### src/rtl/core/tsrl_pkg.sv
// ----------------------------------------------------------------------------
// tsrl_pkg
// Shared types and constants of the time-series range lookup: store geometry,
// operation and status codes, sequencer states and the memory request bundle.
// ----------------------------------------------------------------------------
package tsrl_pkg;

  // Store geometry
  localparam int unsigned DEPTH  = 1024;
  localparam int unsigned ADDR_W = $clog2(DEPTH);
  localparam int unsigned POS_W  = $clog2(DEPTH + 1);
  localparam int unsigned TIME_W = 64;

  // Timestamp that marks a null record
  localparam logic [TIME_W-1:0] NULL_TIME = '1;

  typedef enum logic [1:0] {
    OP_UPDATE = 2'd0,
    OP_INDEX  = 2'd1,
    OP_DATE   = 2'd2,
    OP_NONE   = 2'd3
  } op_e;

  typedef enum logic [1:0] {
    STATUS_DONE     = 2'd0,
    STATUS_FULL     = 2'd1,
    STATUS_NULL     = 2'd2,
    STATUS_REPLACED = 2'd3
  } status_e;

  typedef enum logic [2:0] {
    ST_IDLE,
    ST_UPD_CHK,
    ST_IDX_RES,
    ST_IDX_CHK,
    ST_SRCH_ADDR,
    ST_SRCH_CMP
  } state_e;

  // One write port and one read port per cycle
  typedef struct packed {
    logic              we;
    logic [ADDR_W-1:0] waddr;
    logic [TIME_W-1:0] wdata;
    logic              re;
    logic [ADDR_W-1:0] raddr;
  } mem_req_t;

endpackage

### src/rtl/core/tsrl_ctrl.sv
// ----------------------------------------------------------------------------
// tsrl_ctrl
// Sequencer of the range lookup: record count, update read-compare-write,
// index range resolution and the two lower-bound searches over the store.
// ----------------------------------------------------------------------------
module tsrl_ctrl (
  input  logic                          clk_i,
  input  logic                          rst_ni,
  input  logic                          start,
  output logic                          busy,
  input  logic [1:0]                    operation_i,
  input  logic [tsrl_pkg::TIME_W-1:0]   record_time_i,
  input  logic signed [tsrl_pkg::TIME_W-1:0] start_index_i,
  input  logic signed [tsrl_pkg::TIME_W-1:0] end_index_i,
  input  logic [tsrl_pkg::TIME_W-1:0]   start_time_i,
  input  logic [tsrl_pkg::TIME_W-1:0]   end_time_i,
  output tsrl_pkg::mem_req_t            mem_req_o,
  input  logic [tsrl_pkg::TIME_W-1:0]   mem_rdata_i,
  output logic                          done_o,
  output logic                          found_o,
  output logic [tsrl_pkg::POS_W-1:0]    first_position_o,
  output logic [tsrl_pkg::POS_W-1:0]    end_position_o,
  output logic [1:0]                    status_o
);

  // Signed index to a store position: negatives wrap by count and saturate
  // at zero, positives saturate at count.
  function automatic logic [tsrl_pkg::POS_W-1:0] resolve_index(
    input logic [tsrl_pkg::TIME_W-1:0] raw,
    input logic [tsrl_pkg::POS_W-1:0]  n
  );
    logic [tsrl_pkg::TIME_W-1:0] mag;
    logic [tsrl_pkg::TIME_W-1:0] n_ext;
    logic [tsrl_pkg::POS_W-1:0]  r;
    n_ext = {{(tsrl_pkg::TIME_W - tsrl_pkg::POS_W){1'b0}}, n};
    mag   = ~raw + {{(tsrl_pkg::TIME_W - 1){1'b0}}, 1'b1};
    if (raw[tsrl_pkg::TIME_W-1]) begin
      if (mag >= n_ext) r = '0;
      else              r = n - mag[tsrl_pkg::POS_W-1:0];
    end else begin
      if (raw >= n_ext) r = n;
      else              r = raw[tsrl_pkg::POS_W-1:0];
    end
    return r;
  endfunction

  tsrl_pkg::state_e state_q, state_d;

  logic [tsrl_pkg::POS_W-1:0]  count_q, count_d;
  logic [tsrl_pkg::TIME_W-1:0] key_q, key_d;
  logic [tsrl_pkg::TIME_W-1:0] aux_q, aux_d;
  logic [tsrl_pkg::POS_W-1:0]  lo_q, lo_d;
  logic [tsrl_pkg::POS_W-1:0]  hi_q, hi_d;
  logic [tsrl_pkg::POS_W-1:0]  mid_q, mid_d;
  logic [tsrl_pkg::POS_W-1:0]  first_q, first_d;
  logic                        pass_q, pass_d;

  logic                        done_q, done_d;
  logic                        found_q, found_d;
  logic [tsrl_pkg::POS_W-1:0]  fpos_q, fpos_d;
  logic [tsrl_pkg::POS_W-1:0]  epos_q, epos_d;
  tsrl_pkg::status_e           status_q, status_d;

  tsrl_pkg::op_e               op;
  logic                        is_null;
  logic                        cnt_zero;
  logic                        cnt_full;
  logic                        date_bad;
  logic                        lo_lt_hi;
  logic                        lo_at_end;
  logic                        last_hit;
  logic                        below_key;
  logic [tsrl_pkg::POS_W:0]    mid_sum;
  logic [tsrl_pkg::POS_W-1:0]  mid;
  logic [tsrl_pkg::POS_W-1:0]  last_pos;

  // Shared decision flags
  assign op        = tsrl_pkg::op_e'(operation_i);
  assign is_null   = (record_time_i == tsrl_pkg::NULL_TIME);
  assign cnt_zero  = (count_q == '0);
  assign cnt_full  = (count_q >= tsrl_pkg::POS_W'(tsrl_pkg::DEPTH));
  assign date_bad  = (start_time_i >= end_time_i) || cnt_zero;
  assign lo_lt_hi  = (lo_q < hi_q);
  assign lo_at_end = (lo_q >= count_q);
  assign last_hit  = (mem_rdata_i == key_q);
  assign below_key = (mem_rdata_i < key_q);
  assign mid_sum   = {1'b0, lo_q} + {1'b0, hi_q};
  assign mid       = mid_sum[tsrl_pkg::POS_W:1];
  assign last_pos  = count_q - tsrl_pkg::POS_W'(1);

  assign busy = (state_q != tsrl_pkg::ST_IDLE);

  // Next state
  always_comb begin
    state_d = state_q;
    case (state_q)
      tsrl_pkg::ST_IDLE: begin
        if (start) begin
          case (op)
            tsrl_pkg::OP_UPDATE: if (!is_null && !cnt_zero) state_d = tsrl_pkg::ST_UPD_CHK;
            tsrl_pkg::OP_INDEX:  state_d = tsrl_pkg::ST_IDX_RES;
            tsrl_pkg::OP_DATE:   if (!date_bad) state_d = tsrl_pkg::ST_SRCH_ADDR;
            default:             state_d = tsrl_pkg::ST_IDLE;
          endcase
        end
      end
      tsrl_pkg::ST_UPD_CHK:   state_d = tsrl_pkg::ST_IDLE;
      tsrl_pkg::ST_IDX_RES:   state_d = tsrl_pkg::ST_IDX_CHK;
      tsrl_pkg::ST_IDX_CHK:   state_d = tsrl_pkg::ST_IDLE;
      tsrl_pkg::ST_SRCH_ADDR: begin
        if (lo_lt_hi) begin
          state_d = tsrl_pkg::ST_SRCH_CMP;
        end else if (pass_q || lo_at_end) begin
          state_d = tsrl_pkg::ST_IDLE;
        end
      end
      tsrl_pkg::ST_SRCH_CMP:  state_d = tsrl_pkg::ST_SRCH_ADDR;
      default:                state_d = tsrl_pkg::ST_IDLE;
    endcase
  end

  // Datapath, memory requests and result
  always_comb begin
    count_d   = count_q;
    key_d     = key_q;
    aux_d     = aux_q;
    lo_d      = lo_q;
    hi_d      = hi_q;
    mid_d     = mid_q;
    first_d   = first_q;
    pass_d    = pass_q;
    done_d    = 1'b0;
    found_d   = found_q;
    fpos_d    = fpos_q;
    epos_d    = epos_q;
    status_d  = status_q;
    mem_req_o = '0;

    case (state_q)
      tsrl_pkg::ST_IDLE: begin
        if (start) begin
          case (op)
            tsrl_pkg::OP_UPDATE: begin
              key_d = record_time_i;
              if (is_null) begin
                done_d = 1'b1; found_d = 1'b0; fpos_d = '0; epos_d = '0;
                status_d = tsrl_pkg::STATUS_NULL;
              end else if (cnt_zero) begin
                // empty store: plain append
                mem_req_o.we    = 1'b1;
                mem_req_o.waddr = '0;
                mem_req_o.wdata = record_time_i;
                count_d = tsrl_pkg::POS_W'(1);
                done_d = 1'b1; found_d = 1'b0; fpos_d = '0; epos_d = '0;
                status_d = tsrl_pkg::STATUS_DONE;
              end else begin
                // fetch last entry for the replace check
                mem_req_o.re    = 1'b1;
                mem_req_o.raddr = last_pos[tsrl_pkg::ADDR_W-1:0];
              end
            end
            tsrl_pkg::OP_INDEX: begin
              key_d = start_index_i;
              aux_d = end_index_i;
            end
            tsrl_pkg::OP_DATE: begin
              key_d  = start_time_i;
              aux_d  = end_time_i;
              lo_d   = '0;
              hi_d   = count_q;
              pass_d = 1'b0;
              if (date_bad) begin
                done_d = 1'b1; found_d = 1'b0; fpos_d = '0; epos_d = '0;
                status_d = tsrl_pkg::STATUS_DONE;
              end
            end
            default: begin
              done_d = 1'b1; found_d = 1'b0; fpos_d = '0; epos_d = '0;
              status_d = tsrl_pkg::STATUS_DONE;
            end
          endcase
        end
      end

      // Replace, drop or append against the last entry
      tsrl_pkg::ST_UPD_CHK: begin
        done_d = 1'b1; found_d = 1'b0; fpos_d = '0; epos_d = '0;
        if (last_hit) begin
          status_d = tsrl_pkg::STATUS_REPLACED;
        end else if (cnt_full) begin
          status_d = tsrl_pkg::STATUS_FULL;
        end else begin
          mem_req_o.we    = 1'b1;
          mem_req_o.waddr = count_q[tsrl_pkg::ADDR_W-1:0];
          mem_req_o.wdata = key_q;
          count_d  = count_q + tsrl_pkg::POS_W'(1);
          status_d = tsrl_pkg::STATUS_DONE;
        end
      end

      // Index bounds to clamped positions
      tsrl_pkg::ST_IDX_RES: begin
        lo_d = resolve_index(key_q, count_q);
        hi_d = resolve_index(aux_q, count_q);
      end

      tsrl_pkg::ST_IDX_CHK: begin
        done_d   = 1'b1;
        status_d = tsrl_pkg::STATUS_DONE;
        found_d  = lo_lt_hi;
        fpos_d   = lo_lt_hi ? lo_q : '0;
        epos_d   = lo_lt_hi ? hi_q : '0;
      end

      // Probe issue, or end of a search pass
      tsrl_pkg::ST_SRCH_ADDR: begin
        if (lo_lt_hi) begin
          mem_req_o.re    = 1'b1;
          mem_req_o.raddr = mid[tsrl_pkg::ADDR_W-1:0];
          mid_d           = mid;
        end else if (!pass_q) begin
          if (lo_at_end) begin
            done_d = 1'b1; found_d = 1'b0; fpos_d = '0; epos_d = '0;
            status_d = tsrl_pkg::STATUS_DONE;
          end else begin
            // second search from the first position up to the end time
            first_d = lo_q;
            key_d   = aux_q;
            hi_d    = count_q;
            pass_d  = 1'b1;
          end
        end else begin
          done_d   = 1'b1;
          status_d = tsrl_pkg::STATUS_DONE;
          found_d  = (first_q < lo_q);
          fpos_d   = (first_q < lo_q) ? first_q : '0;
          epos_d   = (first_q < lo_q) ? lo_q : '0;
        end
      end

      // Narrow the bounds on the probed entry
      tsrl_pkg::ST_SRCH_CMP: begin
        if (below_key) lo_d = mid_q + tsrl_pkg::POS_W'(1);
        else           hi_d = mid_q;
      end

      default: begin
        done_d = 1'b0;
      end
    endcase
  end

  // Control state
  always_ff @(posedge clk_i or negedge rst_ni) begin
    if (!rst_ni) begin
      state_q <= tsrl_pkg::ST_IDLE;
      count_q <= '0;
      done_q  <= 1'b0;
    end else begin
      state_q <= state_d;
      count_q <= count_d;
      done_q  <= done_d;
    end
  end

  // Working and result registers
  always_ff @(posedge clk_i) begin
    key_q    <= key_d;
    aux_q    <= aux_d;
    lo_q     <= lo_d;
    hi_q     <= hi_d;
    mid_q    <= mid_d;
    first_q  <= first_d;
    pass_q   <= pass_d;
    found_q  <= found_d;
    fpos_q   <= fpos_d;
    epos_q   <= epos_d;
    status_q <= status_d;
  end

  assign done_o           = done_q;
  assign found_o          = found_q;
  assign first_position_o = fpos_q;
  assign end_position_o   = epos_q;
  assign status_o         = status_q;

endmodule
### config.mk
export PLATFORM = sky130hd
export DESIGN_NAME = tsrl_ctrl
export DESIGN_NICKNAME = d
export VERILOG_FILES = /design/src/rtl/core/tsrl_pkg.sv /design/src/rtl/core/tsrl_ctrl.sv
export SDC_FILE = /design/constraint.sdc
export NUM_CORES = 1
export LEC_CHECK = 0
export ABC_CLOCK_PERIOD_IN_PS = 4200
export BUFFER_PORTS_ARGS = -buffer_cell sky130_fd_sc_hd__buf_2
export CAP_MARGIN = 0
export CORE_UTILIZATION = 30
export DETAILED_ROUTE_END_ITERATION = 16
export SLEW_MARGIN = 20
export SYNTH_ARGS = -nofsm -noshare
export SYNTH_HDL_FRONTEND = slang
export SYNTH_SLANG_ARGS = --single-unit
### constraint.sdc
create_clock -name clk_i -period 4.2 [get_ports clk_i]
set_clock_uncertainty 0.1 [all_clocks]
set_input_delay 0.42 -clock clk_i [delete_from_list [all_inputs] [get_ports clk_i]]
set_output_delay 0.42 -clock clk_i [all_outputs]
set_load 0.02 [all_outputs]
==> results of run 1 <==
## metrics by stage
step	total power, W	utilization (%)	instances	hold slack, ns
after floorplan	0.00710	-	2297	0.0244
after global placement	0.00967	36.9	3703	0.264
after detailed placement	0.00969	36.9	3703	0.270
after CTS	0.0122	38.4	3752	0.0682
after global routing	0.0129	38.7	3773	0.0822
final	0.0124	38.7	3774	0.0815
## worst paths after layout
| check | start | to | slack, ns | depth (start not counted) |
|---|---|---|---|---|
| min in group asynchronous | rst_ni | count_q[6] | 0.26 | 2 |
| worst min register to register | first_q[0] | first_position_o[0] | 0.47 | 1 |
| worst max register to register | aux_q[25] | hi_q[6] | 0.19 | 10 |
| worst max-delay path | key_q[22] | mem_req_o[71] | 0.18 | 12 |
| worst min-delay path | end_index_i[33] | aux_q[33] | 0.08 | 2 |
| max in group asynchronous | rst_ni | count_q[10] | 3.45 | 2 |
## placed cells by master (no fill, tap or decap), types with 18 or more instances in the layout
master / count
edfxtp_1: 198
ha_1: 239
or3_1: 23
mux2i_1: 23
nand4_1: 77
mux2_2: 68
or4_1: 24
inv_1: 209
a21oi_1: 79
o21ai_0: 183
buf_2: 501
a22oi_1: 67
a31oi_1: 18
xnor2_1: 69
nor2_1: 93
nand2_1: 192
nor2b_1: 20
nand3_1: 43
clkbuf_16: 27
buf_4: 146
nor4_1: 48
nor3_1: 58
a22o_1: 84
xor2_1: 20
nand2b_1: 18
a21o_1: 80
## power by group through the flow
stage / logic, W / registers (W) / clock network (W)
floorplan: 0.00340 / 0.00369 / 0
global placement: 0.00595 / 0.00372 / 0
detailed placement: 0.00597 / 0.00373 / 0
CTS: 0.00600 / 0.00369 / 0.00252
global route: 0.00662 / 0.00374 / 0.00259
finish: 0.00617 / 0.00370 / 0.00250
## cells by family (layout without fill, tap and decap cells)
family | count (synthesis) | in the layout
AOI/OAI and AO/OA | 671 | 671
and+or+nand+nor | 666 | 666
buffers and inverters | 320 | 919
adders and majority gates | 246 | 246
DFF | 213 | 213
muxes | 91 | 91
xor gates and xnor gates | 90 | 90
other | 0 | 5
## state kept, by name (all words and copies together), names as in the netlist
| register | cells |
|---|---|
| status_o | 2 |
| count_q | 11 |
| first_position_o | 11 |
| lo_q | 11 |
| end_position_o | 11 |
| hi_q | 11 |
| first_q | 11 |
| aux_q | 64 |
| done_o | 1 |
| mid_q | 11 |
| pass_q | 1 |
| state_q | 3 |
| key_q | 64 |
| found_o | 1 |
## metal layers
layer / up-vias / share of wire [%] / track usage, %
li1: 9864 / - / -
met1: 10300 / 45 / 39.1
met2: 1259 / 43 / 41.1
met3: 157 / 9.5 / 4.27
met4: 6 / 2.9 / 6.92
met5: - / 0.029 / 0
## final cells by class
class / instances / area [um^2] / area share [%]
timing repair buffer: 660 / 3840 / 14.7
sequential: 213 / 6320 / 24.2
tap: 873 / 1090 / 4.19
multi-input combinational: 1764 / 13100 / 50.1
clock buffer: 27 / 676 / 2.59
clock inverter: 21 / 272 / 1.04
inverter: 211 / 796 / 3.05
antenna: 5 / 12.5 / 0.0480
## what timing repair did
item / in CTS / in global routing
buffers inserted: 0 / 17
gates resized for setup: 4 / 17
hold endpoints to repair: 15 / 0
setup endpoints to repair: 28 / 96
pin swaps: 0 / 5
hold buffers: 1 / 0
==> impl_results.md, run 1 <==
* Status: finished, final reports clean
* Most common cell in the netlist: ha_1
* Synthesis-stage register bit count at 213
* CP max stage delay at 0.46 ns
* Avg WL per Cell at 25.9 um
* Post-synthesis compound-gate area fraction at 22.4%
* H-tree levels at 1
* Mux cell area share after synthesis at 4.87%
* CTS clock-pin slew for the worst setup and hold paths at 0.07 ns
* Critical path fanouts, max at 41
* Vias in the first global route at 19,900
* Syn Nets at 2,932
* Top delay family on crit path: simple AND/OR/NAND/NOR gates
* Psw at 0.00541 W
* Post-synth ARST share at 7.04%
* Count of final setup violators at 0
* Total CTS buffers at 26
* Die Width at 263 um
* Routability cong. at 1.02
* IO Count at 502
* EDFF count, synth at 198
* First-pass GRT wire length at 137,000 um
* Period utilization at 95.8%
* Antenna Nets Post-Route at 0
* Fmax at 249 MHz
* Worst slew pin tran at 0.842 ns
* Final setup TNS at 0 ns
* Initial antenna violation count at 15
* Crit path DAT at 3.50 ns
* Setup crit start kind: flip-flop
* Max IR drop VDD at 232 uV
* # fillers at 6,864
* Main combinational cell family by area after synthesis: compound AO/OA/AOI/OAI gates
* Synth unique cells at 78
* Post-synthesis xor/xnor area fraction at 3.85%
* Routed vias/inst at 5.72
* CTS tree: built
* Max-Cap Viols at 0
* Sequential share of the synthesized area at 30.9%
* Nets at 3,511
* Row count at 95
* Starting Density at 30.4%
* First-pass iteration count of the detailed router at 6
* Area growth, synth to finish at 27.4%
* Worst path slowest cell: edfxtp_1
* DRC Markers at 0
* Req. time, crit path at 3.68 ns
* Routed vias at 21,600
* Sequential share of power at 29.9%
* Die area at 69,300 um^2
* Post-synth top area share at 29.0%
* Sw Share at 43.7%
* Detailed Route WL at 97,700 um
* Clk pwr share at 20.2%
* Die height at 263 um
* Comb power frac at 49.9%
* Worst setup margin at 0.177 ns
* Root Buffer: clkbuf_16
* Hold Crit Class: input port to flip-flop
* Largest net degree at the start of global routing at 92
* Post-DP Area at 24,900 um^2
* Yosys warns at 0
* Sum of buffers and inverters on the critical path at 5
* Largest area contributor in the netlist: edfxtp_1
* Top cells by area, synth: edfxtp_1 (29%), ha_1 (15%), o21ai_0 (4.5%), inv_1 (3.9%), mux2_2 (3.7%)
* Post-synthesis cell area at 20,500 um^2
* Syn Area/Cell at 8.91 um^2
* Post-synthesis instance total at 2,297
* Int Pwr at 0.00696 W
* Slew headroom at 43.3%
* Synth cell count leaders: ha_1 (243), inv_1 (211), edfxtp_1 (198)
* Pleak at 11.5 nW
* Pins Over Slew Limit at 0
* Post-synthesis adder-cell area fraction at 15.1%
* Synth Flop Type: edfxtp_1
* Synth Area in Simple Gates at 16.9%
* Total gr overflow at 0
* Ratio of cells with drive above 1 in the final layout at 28.5%
* CTS Sinks at 213
* Final hold vios at 0
* Place WS at -0.715 ns
* Initial detailed-routing violation count at 2,691
* Pwr dens at 475 nW/um^2
* Tmin final at 4.02 ns
* I/O Buffers at 501
* Core area at 67,400 um^2
* Final Cell Area at 26,100 um^2
* Hpwl dp at 81,600 um
* Crit. End Element: output port
* Max clock buf depth at 3
* Worst Path Class, Setup: flip-flop to output port
* Crit-path cells: inv_1 > ha_1 > nand4_1 > nor4_2 > buf_4 > nand4_1 > nor3_2 > buf_4 > nor3_2 > buf_12 > a22o_1 > buf_2
* Gr usage total at 26.9%
* Insertion delay to the later sink of the worst-skew pair at 0.55 ns
No activity file was read; power rests on OpenSTA's default activity.
==> inputs of run 2 (changes only) <==
- CORE_UTILIZATION: 30 -> 40
- PLACE_DENSITY: unset -> 0.65
==> run 2 against run 1 <==
  * Critical path type unchanged
  * Via count rose by 1.6%
  * Clock power is 5% higher
  * Fmax is 2.4% lower
  * Global-route usage grew 9.3 points
  * Critical path depth stayed put
  * Cell area decreased by 0.64%
==> impl_results.md, run 2 (same netlist as run 1, synthesis figures left out) <==
* Largest net degree at the start of global routing at 67
* IO Count at 502
* I/O Buffers at 501
* Hpwl dp at 81,500 um
* Critical path fanouts, max at 63
* Row count at 82
* Core area at 50,300 um^2
* Regs by FF count: aux_q x64, key_q x64
* Hold WS at 0.0771 ns
* Fmax at 243 MHz
* Pleak at 11.6 nW
* Period utilization at 98.1%
* Max IR drop VDD at 277 uV
* Crit. End Element: output port
* Gr usage total at 36.2%
* Ratio of cells with drive above 1 in the final layout at 28.7%
* Crit path DAT at 3.60 ns
* H-tree levels at 1
* Pwr dens at 486 nW/um^2
* Count of final setup violators at 0
* Overall power at 0.0126 W
* Die Width at 228 um
* Total CTS buffers at 27
* Detailed Route WL at 97,600 um
* Hold Crit Class: input port to flip-flop
* Final hold vios at 0
* CTS tree: built
* Most common cell after layout, fill and taps aside: buf_2
* Max-Cap Viols at 0
* Routed vias at 21,900
* Worst slew pin tran at 0.905 ns
* Root Buffer: clkbuf_16
* Die area at 52,100 um^2
* Final setup TNS at 0 ns
* Initial antenna violation count at 11
* Antenna Nets Post-Route at 0
* Starting Density at 40.7%
* DRC Markers at 0
* First-pass GRT wire length at 139,000 um
* Worst Hold Depth at 2
* Status: finished, final reports clean
* Pins Over Slew Limit at 0
* Routability cong. at 1.03
* Initial detailed-routing violation count at 2,583
* Avg WL per Cell at 27.2 um
* Total gr overflow at 0
* CTS clock-pin slew for the worst setup and hold paths at 0.06 ns
* Most frequent cells in the layout: buf_2 (501), ha_1 (239), inv_1 (210), edfxtp_1 (198), nand2_1 (192)
* Worst Path Class, Setup: flip-flop to output port
* Routed vias/inst at 6.11
* Worst r2r path cells at 14
* Max clock buf depth at 3
* RSZ-0062 raised after global routing: false
* Tmin final at 4.12 ns
* Die height at 228 um
* CTS Sinks at 213
* Req. time, crit path at 3.68 ns
* Insertion delay to the later sink of the worst-skew pair at 0.57 ns
* Place WS at -0.173 ns
* Nets at 3,524
* Area growth, synth to finish at 26.5%
* Slew headroom at 39.1%
* First-pass iteration count of the detailed router at 6
* Setup crit start kind: flip-flop
* Worst setup margin at 0.0806 ns
* Vias in the first global route at 20,900
run 2: cell types whose count changed in the layout (fill, tap and decap cells not counted), moves of 2 or more:
cell | previous run | this run
o21ai_1 | 7 | 5
clkbuf_1 | 0 | 2
a22o_2 | 2 | 0
buf_4 | 146 | 162
clkinvlp_4 | 4 | 2
buf_12 | 11 | 7
clkinv_1 | 5 | 1
a22o_1 | 84 | 86
clkinv_4 | 2 | 7
run 2: worst max-delay path, cell delays in order, from the launching register on:
cell and delay (ns):
edfxtp_1 0.43, inv_1 0.17, ha_1 0.33, nand4_1 0.16, nor4_2 0.31, buf_4 0.16
nand4_1 0.21, nor3_2 0.20, buf_4 0.19, nor3_2 0.07, buf_12 0.22, a22o_1 0.36
buf_2 0.20
run 2: what timing repair did:
action	4_1_cts	5_1_grt
hold buffers	1	0
endpoints found under the setup margin	28	64
buffers inserted	2	2
pin swaps	0	1
gates resized for setup	5	9
hold endpoints to repair	15	0
run 2: through the flow:
stage,cells,cell area (um^2),util (%)
floorplan,2297,20500,-
global placement,3526,24800,49.3
detailed placement,3527,24800,49.3
CTS,3580,25800,51.4
global route,3587,25900,51.5
finish,3588,25900,51.5
run 2: path summary, 6_finish.rpt:
check	slack (ns)	start	endpoint
max in group asynchronous	3.50	rst_ni	state_q[1]
worst max-delay path	0.08	key_q[57]	mem_req_o[68]
worst min-delay path	0.08	end_index_i[57]	aux_q[57]
min in group asynchronous	0.22	rst_ni	count_q[4]
worst max register to register	0.19	key_q[1]	lo_q[4]
worst min register to register	0.47	first_q[1]	first_position_o[1]
run 2: area by class of cell:
type | instances | area, um^2
fill | 4861 | 24400
multi-input combinational | 1764 | 13000
sequential | 213 | 6320
timing repair buffer | 672 | 3880
tap | 672 | 841
inverter | 211 | 796
clock buffer | 29 | 683
clock inverter | 21 | 319
antenna | 6 | 15.0
run 2: report_power, final:
group	switching [W]	internal [W]	total [W]
clock	0.00100	0.00162	0.00263
combinational	0.00394	0.00229	0.00623
sequential	0.000601	0.00311	0.00371
total	0.00555	0.00703	0.0126
run 2: per-layer routing:
layer | global-route usage (%) | part of all wire, % | vias to the layer above
met5 | 0 | 0.028 | -
met4 | 11.9 | 3.5 | 4
met3 | 7.70 | 11 | 159
met2 | 55.0 | 43 | 1397
met1 | 50.8 | 43 | 10500
li1 | - | - | 9902
